==> src/tcce_pkg.sv <==
package tcce_pkg;

	// configuration register indexes
	typedef enum logic [1:0] {
		REG_MAX_COLUMNS       = 2'd0,
		REG_MAX_ROWS          = 2'd1,
		REG_BACKGROUND_ENABLE = 2'd2,
		REG_CLEAR_LINE_ENABLE = 2'd3
	} cfg_reg_t;

	localparam int CFG_ADDR_W = 2;
	localparam int CFG_DATA_W = 7;

	localparam logic [6:0] MAX_COLUMNS_RESET = 7'd80;
	localparam logic [4:0] MAX_ROWS_RESET    = 5'd22;

	// glyph table layout
	localparam int GLYPH_TABLE_BYTES = 213624;
	localparam int FALLBACK_OFFSET   = 1536;
	localparam int WIDE_BYTES        = 24;
	localparam int WIDE_BASE         = FALLBACK_OFFSET + WIDE_BYTES;
	localparam int NARROW_BYTES      = 12;
	localparam int GB_ROW_CELLS      = 94;
	localparam logic [7:0] GB_LO     = 8'hA1;
	localparam logic [7:0] GB_HI     = 8'hFE;
	localparam int SPACE_OFFSET      = 32 * NARROW_BYTES;
	localparam int TAB_SPACES        = 5;
	localparam int CELL_W            = 6;
	localparam int CELL_H            = 12;

	// control bytes
	localparam logic [7:0] CHAR_TAB = 8'h09;
	localparam logic [7:0] CHAR_LF  = 8'h0A;
	localparam logic [7:0] CHAR_CR  = 8'h0D;

	localparam int JOB_DEPTH_DEFAULT = 4;
	localparam int OUT_DEPTH         = 2;

	typedef struct packed {
		logic       mode;
		logic [7:0] data_byte;
		logic       end_of_buffer;
		logic [6:0] new_column;
		logic [4:0] new_row;
	} in_item_t;

	typedef struct packed {
		logic        command_kind;
		logic [8:0]  pixel_x;
		logic [8:0]  pixel_y;
		logic [17:0] glyph_offset;
		logic        glyph_wide;
		logic        use_background_color;
		logic        last;
	} out_cmd_t;

	typedef struct packed {
		logic [6:0] max_columns;
		logic [4:0] max_rows;
		logic       background_enable;
		logic       clear_line_enable;
	} cfg_t;

	// work handed from front to back: optional row clear, then ndraw glyphs
	typedef struct packed {
		logic        clear;
		logic [2:0]  ndraw;
		logic [6:0]  column;
		logic [4:0]  row;
		logic [17:0] glyph_offset;
		logic        wide;
	} job_t;

endpackage

==> src/tcce_fifo.sv <==
module tcce_fifo
	import tcce_pkg::*;
#(
	parameter int WIDTH = 8,
	parameter int DEPTH = 2
) (
	input  logic             clk,
	input  logic             arst_n,
	input  logic             push,
	input  logic [WIDTH-1:0] wdata,
	output logic             full,
	input  logic             pop,
	output logic [WIDTH-1:0] rdata,
	output logic             empty
);

	localparam int PW = (DEPTH > 1) ? $clog2(DEPTH) : 1;
	localparam int CW = $clog2(DEPTH + 1);

	logic [WIDTH-1:0] mem_q [DEPTH];
	logic [PW-1:0]    wr_ptr_q, rd_ptr_q;
	logic [CW-1:0]    count_q;
	logic             do_push, do_pop;

	assign full    = (count_q == CW'(DEPTH));
	assign empty   = (count_q == '0);
	assign do_push = push && !full;
	assign do_pop  = pop && !empty;
	assign rdata   = mem_q[rd_ptr_q];

	always_ff @(posedge clk or negedge arst_n) begin
		if (!arst_n) begin
			wr_ptr_q <= '0;
			rd_ptr_q <= '0;
			count_q  <= '0;
		end else begin
			if (do_push) begin
				wr_ptr_q <= (wr_ptr_q == PW'(DEPTH - 1)) ? '0 : wr_ptr_q + 1'b1;
			end
			if (do_pop) begin
				rd_ptr_q <= (rd_ptr_q == PW'(DEPTH - 1)) ? '0 : rd_ptr_q + 1'b1;
			end
			if (do_push && !do_pop) begin
				count_q <= count_q + 1'b1;
			end else if (do_pop && !do_push) begin
				count_q <= count_q - 1'b1;
			end
		end
	end

	always_ff @(posedge clk) begin
		if (do_push) begin
			mem_q[wr_ptr_q] <= wdata;
		end
	end

endmodule

==> src/tcce_front.sv <==
module tcce_front
	import tcce_pkg::*;
(
	input  logic     clk,
	input  logic     arst_n,
	input  cfg_t     cfg,
	input  logic     push,
	input  in_item_t item,
	output logic     full,
	output logic     job_push,
	output job_t     job,
	input  logic     job_full
);

	logic [6:0] col_q, col_d;
	logic [4:0] row_q, row_d;
	logic       pend_q, pend_d;
	logic [7:0] lead_q, lead_d;

	logic        accept, want_job, clear_en;
	logic [7:0]  c1, c2;
	logic        gb_ok;
	logic [6:0]  d1, d2;
	logic [13:0] idx;
	logic [18:0] wide_off;
	logic [17:0] wide_sel;
	logic [5:0]  row_inc;
	logic [4:0]  nrow;
	logic        is_wide;
	logic [7:0]  col_need;
	logic        wrap;
	logic [6:0]  col_at;
	logic [6:0]  room;
	logic [2:0]  tab_n;

	assign full     = job_full;
	assign accept   = push && !job_full;
	assign job_push = accept && want_job;
	assign clear_en = cfg.clear_line_enable && cfg.background_enable;

	// double-byte glyph offset from gb2312 row and cell
	assign c1    = pend_q ? lead_q : item.data_byte;
	assign c2    = pend_q ? item.data_byte : 8'd0;
	assign gb_ok = (c1 >= GB_LO) && (c1 <= GB_HI) && (c2 >= GB_LO) && (c2 <= GB_HI);
	assign d1    = 7'(c1 - GB_LO);
	assign d2    = 7'(c2 - GB_LO);
	assign idx   = 14'(d1) * 14'(GB_ROW_CELLS) + 14'(d2);
	assign wide_off = gb_ok ? (19'(WIDE_BASE) + 19'(idx) * 19'(WIDE_BYTES))
	                        : 19'(FALLBACK_OFFSET);
	assign wide_sel = ((wide_off + 19'(WIDE_BYTES)) > 19'(GLYPH_TABLE_BYTES))
	                  ? 18'(FALLBACK_OFFSET) : wide_off[17:0];

	// row after a line advance
	assign row_inc = {1'b0, row_q} + 6'd1;
	assign nrow    = (row_inc >= {1'b0, cfg.max_rows}) ? 5'd0 : row_inc[4:0];

	// line wrap ahead of a glyph
	assign is_wide  = pend_q || item.data_byte[7];
	assign col_need = {1'b0, col_q} + (is_wide ? 8'd2 : 8'd1);
	assign wrap     = col_need > {1'b0, cfg.max_columns};
	assign col_at   = wrap ? 7'd0 : col_q;

	// tab run length
	assign room  = cfg.max_columns - col_q;
	assign tab_n = (room > 7'(TAB_SPACES)) ? 3'(TAB_SPACES) : room[2:0];

	always_comb begin
		col_d    = col_q;
		row_d    = row_q;
		pend_d   = pend_q;
		lead_d   = lead_q;
		want_job = 1'b0;
		job      = '0;
		if (item.mode) begin
			if (item.new_column < cfg.max_columns) begin
				col_d = item.new_column;
			end
			if (item.new_row < cfg.max_rows) begin
				row_d = item.new_row;
			end
		end else if (pend_q || (item.data_byte[7] && item.end_of_buffer)) begin
			pend_d           = 1'b0;
			want_job         = 1'b1;
			job.clear        = wrap && clear_en;
			job.ndraw        = 3'd1;
			job.column       = col_at;
			job.row          = wrap ? nrow : row_q;
			job.glyph_offset = wide_sel;
			job.wide         = 1'b1;
			col_d            = col_at + 7'd2;
			row_d            = job.row;
		end else if (item.data_byte[7]) begin
			pend_d = 1'b1;
			lead_d = item.data_byte;
		end else begin
			case (item.data_byte)
				CHAR_CR: begin
					col_d = '0;
				end
				CHAR_LF: begin
					col_d     = '0;
					row_d     = nrow;
					want_job  = clear_en;
					job.clear = 1'b1;
					job.row   = nrow;
				end
				CHAR_TAB: begin
					if (col_q < cfg.max_columns) begin
						want_job         = 1'b1;
						job.ndraw        = tab_n;
						job.column       = col_q;
						job.row          = row_q;
						job.glyph_offset = 18'(SPACE_OFFSET);
						col_d            = col_q + 7'(tab_n);
					end
				end
				default: begin
					want_job         = 1'b1;
					job.clear        = wrap && clear_en;
					job.ndraw        = 3'd1;
					job.column       = col_at;
					job.row          = wrap ? nrow : row_q;
					job.glyph_offset = 18'(item.data_byte) * 18'(NARROW_BYTES);
					col_d            = col_at + 7'd1;
					row_d            = job.row;
				end
			endcase
		end
	end

	always_ff @(posedge clk or negedge arst_n) begin
		if (!arst_n) begin
			col_q  <= '0;
			row_q  <= '0;
			pend_q <= 1'b0;
			lead_q <= '0;
		end else if (accept) begin
			col_q  <= col_d;
			row_q  <= row_d;
			pend_q <= pend_d;
			lead_q <= lead_d;
		end
	end

endmodule

==> src/tcce_back.sv <==
module tcce_back
	import tcce_pkg::*;
(
	input  logic     clk,
	input  logic     arst_n,
	input  job_t     job,
	input  logic     job_empty,
	output logic     job_pop,
	output out_cmd_t result,
	output logic     empty,
	input  logic     pop
);

	logic [2:0] step_q;
	logic [2:0] total, j;
	logic [7:0] col;
	logic       out_full, issue, final_step;
	out_cmd_t   cmd;

	assign total      = 3'(job.clear) + job.ndraw;
	assign final_step = (step_q == total - 3'd1);
	assign issue      = !job_empty && !out_full;
	assign job_pop    = issue && final_step;
	assign j          = step_q - 3'(job.clear);
	assign col        = {1'b0, job.column} + {5'b0, j};

	always_comb begin
		cmd         = '0;
		cmd.pixel_y = 9'(job.row) * 9'(CELL_H);
		cmd.last    = final_step;
		if (job.clear && (step_q == 3'd0)) begin
			cmd.command_kind         = 1'b1;
			cmd.use_background_color = 1'b1;
		end else begin
			cmd.pixel_x      = {1'b0, col} * 9'(CELL_W);
			cmd.glyph_offset = job.glyph_offset;
			cmd.glyph_wide   = job.wide;
		end
	end

	always_ff @(posedge clk or negedge arst_n) begin
		if (!arst_n) begin
			step_q <= '0;
		end else if (issue) begin
			step_q <= final_step ? 3'd0 : step_q + 3'd1;
		end
	end

	tcce_fifo #(
		.WIDTH($bits(out_cmd_t)),
		.DEPTH(OUT_DEPTH)
	) u_out_fifo (
		.clk   (clk),
		.arst_n(arst_n),
		.push  (issue),
		.wdata (cmd),
		.full  (out_full),
		.pop   (pop),
		.rdata (result),
		.empty (empty)
	);

endmodule

==> src/text_console_cursor_engine_top.sv <==
// path: a drawing byte enters the job queue with its input transfer; the command generator
// moves its commands into the result queue, which drives the result ports
// throughput: one input byte per cycle while the job queue has room; the command generator emits
// one command per cycle while it holds a job and the result queue has room; a byte giving several
// commands (tab up to five, wrap adds a row clear) is a burst that the job queue absorbs
// reset: arst_n low clears cursor, pending lead byte and queues, and loads register defaults
module text_console_cursor_engine_top
	import tcce_pkg::*;
#(
	parameter int JOB_DEPTH = JOB_DEPTH_DEFAULT
) (
	input  logic                  clk,
	input  logic                  arst_n,
	// configuration writes
	input  logic                  cfg_we,
	input  logic [CFG_ADDR_W-1:0] cfg_addr,
	input  logic [CFG_DATA_W-1:0] cfg_wdata,
	// input side, one transfer per byte or set-cursor request
	input  logic                  push,
	input  in_item_t              item,
	output logic                  full,
	// result side, one transfer per draw or row-clear command
	output out_cmd_t              result,
	output logic                  empty,
	input  logic                  pop
);

	cfg_t cfg_q;
	job_t job_in, job_out;
	logic job_push, job_full, job_pop, job_empty;

	// register file; the user must write it only while the block is idle, the block does not enforce it
	always_ff @(posedge clk or negedge arst_n) begin
		if (!arst_n) begin
			cfg_q.max_columns       <= MAX_COLUMNS_RESET;
			cfg_q.max_rows          <= MAX_ROWS_RESET;
			cfg_q.background_enable <= 1'b1;
			cfg_q.clear_line_enable <= 1'b1;
		end else if (cfg_we) begin
			unique case (cfg_reg_t'(cfg_addr))
				REG_MAX_COLUMNS:       cfg_q.max_columns       <= cfg_wdata;
				REG_MAX_ROWS:          cfg_q.max_rows          <= cfg_wdata[4:0];
				REG_BACKGROUND_ENABLE: cfg_q.background_enable <= cfg_wdata[0];
				REG_CLEAR_LINE_ENABLE: cfg_q.clear_line_enable <= cfg_wdata[0];
				default: ;
			endcase
		end
	end

	// front: cursor tracking, lead byte pairing, wrap decision, glyph offset
	tcce_front u_front (
		.clk     (clk),
		.arst_n  (arst_n),
		.cfg     (cfg_q),
		.push    (push),
		.item    (item),
		.full    (full),
		.job_push(job_push),
		.job     (job_in),
		.job_full(job_full)
	);

	// short queue so the front keeps taking bytes during a tab burst
	tcce_fifo #(
		.WIDTH($bits(job_t)),
		.DEPTH(JOB_DEPTH)
	) u_job_fifo (
		.clk   (clk),
		.arst_n(arst_n),
		.push  (job_push),
		.wdata (job_in),
		.full  (job_full),
		.pop   (job_pop),
		.rdata (job_out),
		.empty (job_empty)
	);

	// back: expands each job into commands, one per cycle while the result queue has room, marks the last
	tcce_back u_back (
		.clk      (clk),
		.arst_n   (arst_n),
		.job      (job_out),
		.job_empty(job_empty),
		.job_pop  (job_pop),
		.result   (result),
		.empty    (empty),
		.pop      (pop)
	);

`ifndef SYNTH
	// a job only retires when one is present
	a_pop_nonempty: assert property (@(posedge clk) disable iff (!arst_n)
		job_pop |-> !job_empty)
		else $error("job retired from empty queue");

	// work enters the queue only with an accepted input transfer
	a_push_on_accept: assert property (@(posedge clk) disable iff (!arst_n)
		job_push |-> (push && !full))
		else $error("job queued without input transfer");

	// a set-cursor request never yields commands
	a_setcursor_silent: assert property (@(posedge clk) disable iff (!arst_n)
		(push && !full && item.mode) |-> !job_push)
		else $error("set cursor produced a job");
`endif

endmodule

==> config.mk <==
export PLATFORM = sky130hd
export DESIGN_NAME = text_console_cursor_engine_top
export DESIGN_NICKNAME = d
export VERILOG_FILES = /design/src/tcce_pkg.sv /design/src/tcce_fifo.sv /design/src/tcce_front.sv /design/src/tcce_back.sv /design/src/text_console_cursor_engine_top.sv
export SDC_FILE = /design/constraint.sdc
export NUM_CORES = 1
export LEC_CHECK = 0
export ABC_CLOCK_PERIOD_IN_PS = 12130
export CAP_MARGIN = 20
export CORE_ASPECT_RATIO = 0.9
export CORE_MARGIN = 2
export CORE_UTILIZATION = 30
export DETAILED_ROUTE_END_ITERATION = 6
export DONT_BUFFER_PORTS = 1
export HOLD_SLACK_MARGIN = 0.12
export SKIP_LAST_GASP = 1
export SYNTH_ARGS = -nofsm -noshare
export SYNTH_HDL_FRONTEND = slang
export SYNTH_SLANG_ARGS = --single-unit
==> constraint.sdc <==
create_clock -name clk -period 12.13 [get_ports clk]
set_input_delay 0.6065 -clock clk [delete_from_list [all_inputs] [get_ports clk]]
set_output_delay 0.6065 -clock clk [all_outputs]
set_load 0.02 [all_outputs]
# == Word level (Yosys, flattened, before mapping) ==
# Memory sizes are Yosys's and may differ from the RTL's.
# Index checks and enable logic that the tools add are counted.
# word_totals
mem_count,2
wordCells,173
ram_bits,216
out_inout_bits,42
ff_bits,49
in_bits,36
# classes
n_reduce_logical,46
mux,52
eq_ne,16
n_bitwise,2
magnitude_cmp,11
addsub,24
n_mul,5
# memory_table
memory,depth,width,rd,rd_ports_with_merged_regs,write_ports,line_no,source
u_job_fifo.mem_q,4,35,1,0,1,tcce_fifo.sv:20,logic [WIDTH-1:0] mem_q [DEPTH];
u_back.u_out_fifo.mem_q,2,38,1,0,1,tcce_fifo.sv:20,
# op_table
op,count
2-to-1 mux 34 bit,2
2-to-1 mux 7 bit,6
2-to-1 mux 19 bit,2
one-hot mux 18 bit (2 select lines),1
2-to-1 mux 35 bit,1
2-to-1 mux 33 bit,1
2-to-1 mux 5 bit,6
== test 8 x 4 -> 1 bit (second input constant),3
one-hot mux 10 bit (2 select lines),1
adder 11 x 19 -> 19 bit (first input constant),1
adder 19 x 5 -> 19 bit (second input constant),1
greater-than comparator 19 x 18 -> 1 bit (second input constant),1
logical AND 1 bit,19
2-to-1 mux 18 bit,1
greater-or-equal comparator 8 bit (second input constant),2
less-or-equal comparator 8 bit (second input constant),2
multiplier 14 x 2 -> 16 bit (second input constant),1
2-to-1 mux 8 bit,2
one-hot mux 5 bit (3 select lines),1
adder 14 x 7 -> 14 bit,1
less-than comparator 7 bit,2
2-to-1 mux 1 bit,14
one-hot mux 7 bit (2 select lines),1
subtractor 7 x 6 -> 7 bit (second input constant),2
other kinds (45),82

# == Longest topological paths before layout ==
# depth
word_depth,12
ltp_mapped,37

# == Modules after synthesis ==
# A second synthesis with hierarchy kept.
# hier_totals
cells_unflattened,1454
hier_area_um2,17284.1
# by_module_without_submodules
module,cells_each,instances,area_per_inst_um2
tcce_front,917,1,6844.1
tcce_fifo (u_job_fifo),220,1,5492.8
tcce_fifo (u_back.u_out_fifo),144,1,3286.9
tcce_back,141,1,1104.8
text_console_cursor_engine_top,32,1,555.5

# == Worst setup path after synthesis ==
# No wires, ideal clock.
# synth_path
kind,register to register
start,reg u_front.pend_q
end,"mem u_job_fifo.mem_q[0][8] (netlist bit), data pin"
setup_ps,279
arrival_time_ps,8276
slack_ps,3575
synth_period_minus_slack_ps,8555
path_stages_with_launch,35
n_path_buf,4
required_time_ps,11851
cell_sequence,dfrtp_1 > buf_2 > clkbuf_1 > o21a_1 > ha_1 > o21ai_0 > o21ai_0 > xor2_1 > inv_1 > fa_1 > inv_1 > fa_1 > fa_1 > inv_1 > ha_1 > and3_1 > a221oi_2 > xnor2_2 > nand4_2 > or4_4 > nand2_2 > inv_1 > ha_1 > clkbuf_1 > o21ai_0 > nor2_1 > nor2_1 > a31oi_4 > xor2_4 > nand3_2 > mux2_1 > mux2_4 > o21bai_4 > buf_6 > o22ai_1
# synth_rtl
element,line_no,source
"start, declared",tcce_front.sv:17,"logic pend_q, pend_d;"
"start signal, assigned",tcce_front.sv:140,pend_q <= pend_d;
"end, declared",tcce_fifo.sv:20,

==> impl_table.tex <==
\begin{tabular}{lr}
\hline
Metric & Value \\
\hline
\multicolumn{2}{l}{\textbf{Route}} \\
\quad Vias per cell & 5.01 \\
\quad Initial detailed-routing violation count & 675 \\
\quad Final routed wire length divided by cell count & 16.9 um \\
\quad Number of nets with antenna violations after detailed routing & 0 \\
\quad Via count of the routed design & 10500 \\
\quad Final routed DRC violation total & 0 \\
\quad Routed wire length & 35500 um \\
\quad Detailed-router iteration count before antenna repair & 5 \\
\multicolumn{2}{l}{\textbf{Setup path}} \\
\quad Biggest fanout along the worst timing path & 28 \\
\quad Worst setup SP type & flip-flop \\
\quad Cell seen most often among critical-path stages & inv\_1 \\
\quad Buf+Inv Stages, Crit Path & 4 \\
\quad Kind of capture point of the worst setup path & flip-flop \\
\quad Slowest cell on the critical path & dfrtp\_1 \\
\quad R2R Path Start & u\_front.pend\_q\$\_DFFE\_PN0P\_ \\
\quad CP delay by family, top & compound AO/OA/AOI/OAI gates \\
\quad Type of the worst setup path & reg -> reg \\
\quad Launch point of the worst path & u\_front.pend\_q\$\_DFFE\_PN0P\_ \\
\quad Arrival time at the worst endpoint & 10.14 ns \\
\quad Largest stage delay on the critical path & 0.94 ns \\
\quad Critical path data required time & 12.42 ns \\
\multicolumn{2}{l}{\textbf{CTS}} \\
\quad Insertion delay of the later-clocked pin in the worst-skew pair & 0.56 ns \\
\quad CTS Root Buffer Type & clkbuf\_16 \\
\quad Maximum root-to-sink buffer count & 3 \\
\quad Inserted Clock Buffers & 28 \\
\quad CTS H-tree depth & 1 \\
\quad Worst-path clk slew & 0.06 ns \\
\quad Clock tree from TritonCTS & done \\
\quad Clk sinks & 249 \\
\quad Post-CTS Setup Repair Bufs & 0 \\
\multicolumn{2}{l}{\textbf{Finish}} \\
\quad Layout fillers & 5237 \\
\quad Layout-stage area growth over the synthesis result & 10.7\% \\
\quad Fraction of layout cells with a size suffix above 1 & 0.138 \\
\quad Count of placed standard cells in the final layout, fillers left out & 2100 \\
\quad Final nets & 1567 \\
\multicolumn{2}{l}{\textbf{Die}} \\
\quad Number of placed I/O pins & 78 \\
\quad Floorplan die width & 248 um \\
\quad Total die area & 55600 um2 \\
\quad Placement Rows & 80 \\
\quad Die Y & 224 um \\
\quad Initial core utilization & 0.304 \\
\quad Total core area & 53100 um2 \\
\multicolumn{2}{l}{\textbf{Placed design}} \\
\quad Detailed placement HPWL & 26400 um \\
\quad Placer congestion estimate & 0.818 \\
\quad Buffers added on ports & 0 \\
\quad Number of cells after detailed placement & 2045 \\
\multicolumn{2}{l}{\textbf{Logic synthesis}} \\
\quad Number of enable flip-flop cells after synthesis & 200 \\
\quad Synthesis Warnings & 0 \\
\quad Post-synthesis sequential element count & 249 \\
\quad Most frequent cell after synthesis & edfxtp\_1 \\
\quad Sequential share of the synthesized area & 0.449 \\
\quad Ranking of synthesized cells by instance count & 200 x edfxtp\_1, 129 x ha\_1, 100 x inv\_1 \\
\quad Mean area per synthesized cell & 11.7 um2 \\
\quad Proportion of netlist area held by the largest area contributor & 0.373 \\
\quad Top area cells in the synthesized netlist & edfxtp\_1 37\%, ha\_1 10\%, dfrtp\_1 6.5\% \\
\quad Dominant register cell in the synthesized netlist & edfxtp\_1 \\
\quad Async set-reset flop share out of synthesis & 0.197 \\
\quad Cell area after technology mapping & 16100 um2 \\
\quad Synthesized instance count & 1380 \\
\quad Synth unique cells & 105 \\
\quad Area leader, netlist & edfxtp\_1 \\
\multicolumn{2}{l}{\textbf{Timing}} \\
\quad Worst relative slew slack & 0.312 \\
\quad Max-slew violation total from the final report & 0 \\
\quad Final Setup Violations & 0 \\
\quad Share of the clock period used by the worst path after layout & 0.812 \\
\quad Time the worst path needs with I/O delays and setup & 9.85 ns \\
\quad Highest Clock Rate & 0.102 GHz \\
\quad Setup repair after global routing missed its margin & false \\
\quad Post-route setup TNS & 0 ns \\
\quad Clk\_skew & 0.0241 ns \\
\quad Endpoints failing hold & 0 \\
\quad Slew @ Worst Pin & 1.03 ns \\
\multicolumn{2}{l}{\textbf{Outcome}} \\
\quad Status & finished clean \\
\multicolumn{2}{l}{\textbf{Global route}} \\
\quad GR Util All Layers & 0.130 \\
\quad First-pass GRT wire length & 58200 um \\
\quad Maximum number of pins on one net before global-route repair & 50 \\
\quad Vias in the first global route & 10700 \\
\quad Total global routing overflow & 0 \\
\quad Initial antenna violation count & 1 \\
\multicolumn{2}{l}{\textbf{Run}} \\
\quad Maximum capacitance violations & 0 \\
\multicolumn{2}{l}{\textbf{Worst hold path}} \\
\quad Start point of the worst min-delay path & cfg\_wdata[4] \\
\quad Worst min path class & in -> reg \\
\hline
\end{tabular}
state kept, by name, summed over array words and instances (netlist names):
signal / count
u_job_fifo.mem_q: 132
u_back.u_out_fifo.wr_ptr_q: 1
u_front.row_q: 5
u_back.u_out_fifo.rd_ptr_q: 1
u_job_fifo.rd_ptr_q: 2
u_back.u_out_fifo.count_q: 2
u_front.col_q: 7
cfg_q: 14
u_front.lead_q: 8
u_job_fifo.count_q: 3
u_back.step_q: 3
u_back.u_out_fifo.mem_q: 68
u_job_fifo.wr_ptr_q: 2
u_front.pend_q: 1
worst paths after layout:
check,to,slack (ns),cells past startpoint
hold reg to reg,u_front.lead_q[7]$_DFFE_PN0P_,0.47,1
setup / recovery,u_job_fifo.mem_q[3][6]$_DFFE_PP_,2.28,30
max in group asynchronous,cfg_q[0]$_DFFE_PN1P_,11.23,2
hold / removal,cfg_q[11]$_DFFE_PN1P_,0.16,2
setup reg to reg,u_job_fifo.mem_q[3][6]$_DFFE_PP_,2.28,30
min in group asynchronous,u_back.step_q[2]$_DFFE_PN0P_,0.56,2
cell type report:
class | count | area, um2 | share of cell area
multi-input cells | 985 | 8310 | 0.466
well taps | 697 | 872 | 0.0489
diodes | 1 | 2.50 | 0.000140
clock buffers | 32 | 716 | 0.0401
inverters | 103 | 387 | 0.0217
repair buffers | 13 | 120 | 0.00673
flip-flops and latches | 249 | 7240 | 0.406
clock inverters | 20 | 189 | 0.0106
kinds of logic after synthesis:
family	share of synthesized area
xor+xnor	0.0553
mux	0.0887
buf+inv	0.0373
flops	0.449
other cells	0.000233
simple gates	0.113
fa+ha+maj	0.127
compound gates	0.129
per-layer routing:
| layer | routed length, um | vias up | track usage |
|---|---|---|---|
| met4 | 744 | 0 | 0.0326 |
| met3 | 1860 | 47 | 0.0262 |
| met5 | 0 | - | 0 |
| met1 | 17400 | 5134 | 0.184 |
| li1 | - | 5115 | - |
| met2 | 15500 | 217 | 0.202 |
metrics by stage:
stage	hold slack, ns	setup slack, ns	util	area [um2]
finish	0.164	2.28	0.336	17800
global route	0.143	1.45	0.336	17800
CTS	0.148	2.32	0.336	17800
detailed placement	0.317	2.30	0.318	16900
global placement	0.317	2.61	0.318	16900
floorplan	0.311	3.57	-	16100
cells in the final DEF (no fill, tap or decap), drive strengths merged, types with 39 or more instances in the layout:
master,n
a21o,39
a21oi,45
dfrtp,42
edfxtp,200
ha,129
inv,103
mux2,49
nand2,93
nor2,75
nor2b,41
o21ai,76
xnor2,66
timing repair:
item,in CTS,in global routing
endpoints found under the hold margin,49,0
setup endpoints to repair,0,0
resized for setup,0,0
hold buffers,2,0
Power is left out: the tool's default activity adds up to more than one toggle a clock period on the data nets, which glitch-free logic cannot reach.
